--- config.mk ---
export PLATFORM = sky130hd
export DESIGN_NAME = pfad_ctrl
export DESIGN_NICKNAME = d
export VERILOG_FILES = /design/src/hw/rtl/pfad_pkg.sv /design/src/hw/rtl/pfad_ctrl.sv
export SDC_FILE = /design/constraint.sdc
export NUM_CORES = 1
export LEC_CHECK = 0
export BUFFER_PORTS_ARGS = -buffer_cell sky130_fd_sc_hd__buf_2
export CAP_MARGIN = 30
export CORE_AREA = 5 5 42 44
export CTS_CLUSTER_SIZE = 25
export DETAILED_ROUTE_END_ITERATION = 8
export DIE_AREA = 0 0 47 49
export HOLD_SLACK_MARGIN = 0.08
export PLACE_DENSITY_LB_ADDON = 0.15
export SETUP_SLACK_MARGIN = 0.4
export SYNTH_ARGS = -nofsm -noshare
export SYNTH_HDL_FRONTEND = slang
export SYNTH_SLANG_ARGS = --single-unit
--- constraint.sdc ---
create_clock -name clk -period 3.15 [get_ports clk]
set_clock_uncertainty 0.05 [all_clocks]
set_input_delay 0.63 -clock clk [delete_from_list [all_inputs] [get_ports clk]]
set_output_delay 0.63 -clock clk [all_outputs]
set_load 0.03 [all_outputs]
--- src/hw/rtl/pfad_pkg.sv ---
package pfad_pkg;

	// Sizes of the frame pool and the directory store.
	localparam int FRAMES      = 32;
	localparam int DIRECTORIES = 16;
	localparam int ENTRIES     = 1024;

	localparam int FRAME_W       = $clog2(FRAMES);
	localparam int COUNT_W       = $clog2(FRAMES + 1);
	localparam int DIR_W         = $clog2(DIRECTORIES);
	localparam int IDX_W         = $clog2(ENTRIES);
	localparam int ADDR_W        = DIR_W + IDX_W;
	localparam int FLAGS_W       = 4;
	localparam int ENTRY_FRAME_W = 10;
	localparam int ENTRY_W       = ENTRY_FRAME_W + FLAGS_W;

	// Port field widths.
	localparam int CMD_W      = 3;
	localparam int DIR_ID_W   = 4;
	localparam int PHYS_W     = 5;
	localparam int AMOUNT_W   = 6;
	localparam int STATUS_W   = 2;
	localparam int FRAME_NO_W = 5;
	localparam int FREE_W     = 6;

	// Directory entry templates.
	localparam logic [FLAGS_W-1:0] ALLOC_FLAGS  = 4'hF;
	localparam logic [FLAGS_W-1:0] KERNEL_FLAGS = 4'hB;
	localparam logic [IDX_W-1:0]   KERNEL_LOW   = IDX_W'(0);
	localparam logic [IDX_W-1:0]   KERNEL_HIGH  = IDX_W'(10'h300);
	localparam logic [IDX_W-1:0]   LAST_INDEX   = IDX_W'(ENTRIES - 1);

	typedef enum logic [CMD_W-1:0] {
		OP_ALLOC = 3'd0,
		OP_FREE  = 3'd1,
		OP_CHECK = 3'd2,
		OP_MAP   = 3'd3,
		OP_CLONE = 3'd4,
		OP_INIT  = 3'd5
	} pfad_op_t;

	typedef enum logic [STATUS_W-1:0] {
		ST_OK      = 2'd0,
		ST_NO_FREE = 2'd1,
		ST_USED    = 2'd2
	} pfad_status_t;

	// Commands from the controller to the datapath.
	typedef struct packed {
		logic accept;
		logic sweep_en;
		logic commit;
	} pfad_cmd_t;

	// Status from the datapath to the controller.
	typedef struct packed {
		logic sweep_last;
	} pfad_stat_t;

	function automatic logic [ENTRY_W-1:0] make_entry(input logic [FLAGS_W-1:0] flags,
			input logic [ENTRY_FRAME_W-1:0] frame);
		make_entry = {frame, flags};
	endfunction

endpackage

--- src/hw/rtl/pfad_ctrl.sv ---
module pfad_ctrl (
	input  logic                          clk,
	input  logic                          arst_n,
	input  logic                          in_valid,
	output logic                          in_stall,
	input  logic [pfad_pkg::CMD_W-1:0]    cmd,
	output logic                          out_valid,
	input  logic                          out_stall,
	input  pfad_pkg::pfad_stat_t          stat,
	output pfad_pkg::pfad_cmd_t           ctl
);

	typedef enum logic [2:0] {
		S_IDLE  = 3'b001,
		S_WRITE = 3'b010,
		S_SWEEP = 3'b100
	} state_t;

	state_t state_q;
	state_t state_d;
	logic   out_valid_q;
	logic   commit;

	// The result register is free when empty or when its transfer happens now.
	assign commit   = (state_q == S_WRITE) && (!out_valid_q || !out_stall);
	assign in_stall = (state_q != S_IDLE);

	assign ctl.accept   = in_valid && (state_q == S_IDLE);
	assign ctl.sweep_en = (state_q == S_SWEEP);
	assign ctl.commit   = commit;
	assign out_valid    = out_valid_q;

	// Next-state logic.
	always_comb begin
		state_d = state_q;
		case (state_q)
			S_IDLE: begin
				if (in_valid) begin
					state_d = (cmd == pfad_pkg::OP_INIT) ? S_SWEEP : S_WRITE;
				end
			end
			S_SWEEP: begin
				if (stat.sweep_last) begin
					state_d = S_WRITE;
				end
			end
			S_WRITE: begin
				if (commit) begin
					state_d = S_IDLE;
				end
			end
			default: state_d = S_IDLE;
		endcase
	end

	// State and result valid registers.
	always_ff @(posedge clk or negedge arst_n) begin
		if (!arst_n) begin
			state_q     <= S_IDLE;
			out_valid_q <= 1'b0;
		end else begin
			state_q     <= state_d;
			out_valid_q <= commit || (out_valid_q && out_stall);
		end
	end

endmodule

==> impl_metrics.csv <==
group,metric,value,unit
global_route,grt.total_usage,0.0601,
clock_tree,clkTransAtPathRegs,40,ps
drt,drtIter0Drc,0,
status,status,"completed",
die,die_h,49,um
sta,relSlewSlack,0.842,
critical_path,cp-start-kind,"register",
pwr,power_switching,147,uW
layout,drive_above_1_share,0.579,
sta,fin_crit,2160,ps
clock_tree,ctsResizeCount,0,
sta,fmax,463,MHz
clock_tree,root_buffer,"clkbuf_4",
pwr,leakage,0.172,nW
pwr,p_seq_frac,0.296,
sta,setup_slack,992,ps
synth,synth_ff_type,"dfrtp_1",
critical_path,critPathCaptureType,"output pin",
die,fp.coreArea,1400,um^2
sta,tns,0,ps
clock_tree,post_cts_buffers,0,
drt,wl_per_cell,10.6,um
synth,syn-mean-instance-area,10.7,um^2
sta,worstMarginPinSlew,236,ps
layout,final_nets,47,
critical_path,path_buf_inv,1,
critical_path,cpMaxStageDelayCell,"or3b_2",
pwr,clock_power_share,0.206,
synth,ys_seq_area_frac,0.411,
critical_path,path_delay_family,"simple AND/OR/NAND/NOR gates",
die,start_util,0.176,
layout,fill_cells,168,
placed_design,dp_slack,1240,ps
drt,via_count,233,
placed_design,gp_congestion,0.646,
clock_tree,ctsHoldBuffers,0,
critical_path,worst-r2r-setup-slack,1710,ps
pwr,powerDensity,987,nW/um^2
placed_design,io_buffer_count,12,
pwr,combPwrFrac,0.498,
layout,area_growth,40.1,%
die,io_pins,13,
global_route,grt_max_degree,8,
sta,rsz0062_at_grt,"no",
pwr,netSwitchingFraction,0.432,
drt,dr.pass1.iters,1,
critical_path,cpPeakStageDelay,490,ps
clock_tree,cts_made_buffers,3,
drt,ant_nets,0,
flow_run,cap_violations,0,
critical_path,cp_cell_sequence,"or3b_2, a21oi_1, buf_2",
synth,yosys_warnings,0,
die,die_width,47,um
die,dieArea,2300,um^2
layout,stdcell_count,54,
critical_path,crit_arrival,1480,ps
synth,netlist_area,246,um^2
placed_design,post-place-cells,50,
synth,syn_nets,31,
synth,synthArstFlopShare,1.00,
drt,routed_wl,575,um
clock_tree,cts_tree,"yes",
placed_design,dp_hpwl,494,um
pwr,internal_power,194,uW
synth,yosys_register_bits,4,
die,rows,14,
sta,finalMaxSlewViolations,0,
clock_tree,h-tree-depth,1,
critical_path,worstPathMaxFanout,5,
synth,synth_cell_types,18,
global_route,grt_pass1_vias,238,
hold_path,worstHoldPathType,"input pin to async pin",
synth,synth_edf_count,0,
clock_tree,cts_sinks,4,
drt,drc,0,
global_route,grt_antenna_before_repair,0,
critical_path,worstPathRequired,2470,ps
global_route,grt_pass1_wl,966,um
sta,hold_viol,0,
layout,num_antenna_cells,0,
global_route,grt-ovfl-total,0,
layout,post-route-util,0.246,
synth,synthCells,23,
clock_tree,clockBufferDepth,2,
clock_tree,clock_latency,240,ps
drt,vias_per_cell,4.31,
critical_path,path_class,"register to output pin",
sta,finalSetupViolations,0,
pwr,peakVddDrop,0.200,mV
sta,fin_crit_sh,0.685,
[cells in the final DEF (no fill, tap or decap), types with 2 or more instances in the layout]
| cell | n |
|---|---|
| nand2_1 | 3 |
| or3b_1 | 2 |
| buf_2 | 12 |
| dfrtp_1 | 3 |
| clkbuf_4 | 3 |
[layer usage]
layer / wire [um] / global-route usage
met2: 328 / 0.0928
met5: 0 / 0
met4: 0 / 0.0415
met1: 201 / 0.0556
met3: 44 / 0.0369
[power by group through the flow]
stage               logic [mW]  clock network, mW  registers (mW)
floorplan                0.125                  0           0.109
global placement         0.175                  0           0.101
detailed placement       0.173                  0           0.102
CTS                      0.173             0.0735           0.102
global route             0.184             0.0782           0.107
finish                   0.170             0.0703           0.101
[sequential cells by signal (all words and copies together) (netlist names)]
| register | cells |
|---|---|
| state_q | 3 |
| out_valid | 1 |
[cell type report]
type,count,area (um^2),area share
well taps,16,20.0,0.0580
inverters,1,3.75,0.0109
clock buffers,4,26.3,0.0761
multi-input cells,17,134,0.388
repair buffers,12,60.1,0.174
flip-flops and latches,4,101,0.293
[stage by stage]
step | instance area, um^2 | hold WS, ps | total power [mW]
after global placement | 319 | 389 | 0.276
after global routing | 345 | 129 | 0.369
final | 345 | 139 | 0.341
after CTS | 345 | 136 | 0.348
after detailed placement | 319 | 391 | 0.275
after floorplan | 246 | 284 | 0.234
[kinds of logic (layout without fill, tap and decap cells)]
group | count (synthesis) | after routing | share of synthesized area
buffers and inverters | 2 | 17 | 0.0457
DFF | 4 | 4 | 0.411
AOI/OAI and AO/OA | 6 | 6 | 0.234
and+or+nand+nor | 11 | 11 | 0.310
[final timing paths]
| kind | start | endpoint | cells past startpoint |
|---|---|---|---|
| setup / recovery | state_q[2] | ctl[0] | 3 |
| hold / removal | arst_n | state_q[2] | 1 |
| setup reg to reg | state_q[0] | state_q[2] | 3 |
| hold reg to reg | out_valid | out_valid | 2 |
| max in group asynchronous | arst_n | state_q[0] | 1 |
| min in group clk | out_valid | out_valid | 2 |
[cells in the mapped netlist (all sizes together), types with 2 or more instances]
cell type / n / area, um^2
nand2: 3 / 11.3
dfrtp: 3 / 75.1
a21oi: 2 / 13.8
or3b: 4 / 37.5
o22ai: 2 / 18.8
(Power assumes the default switching activity.)
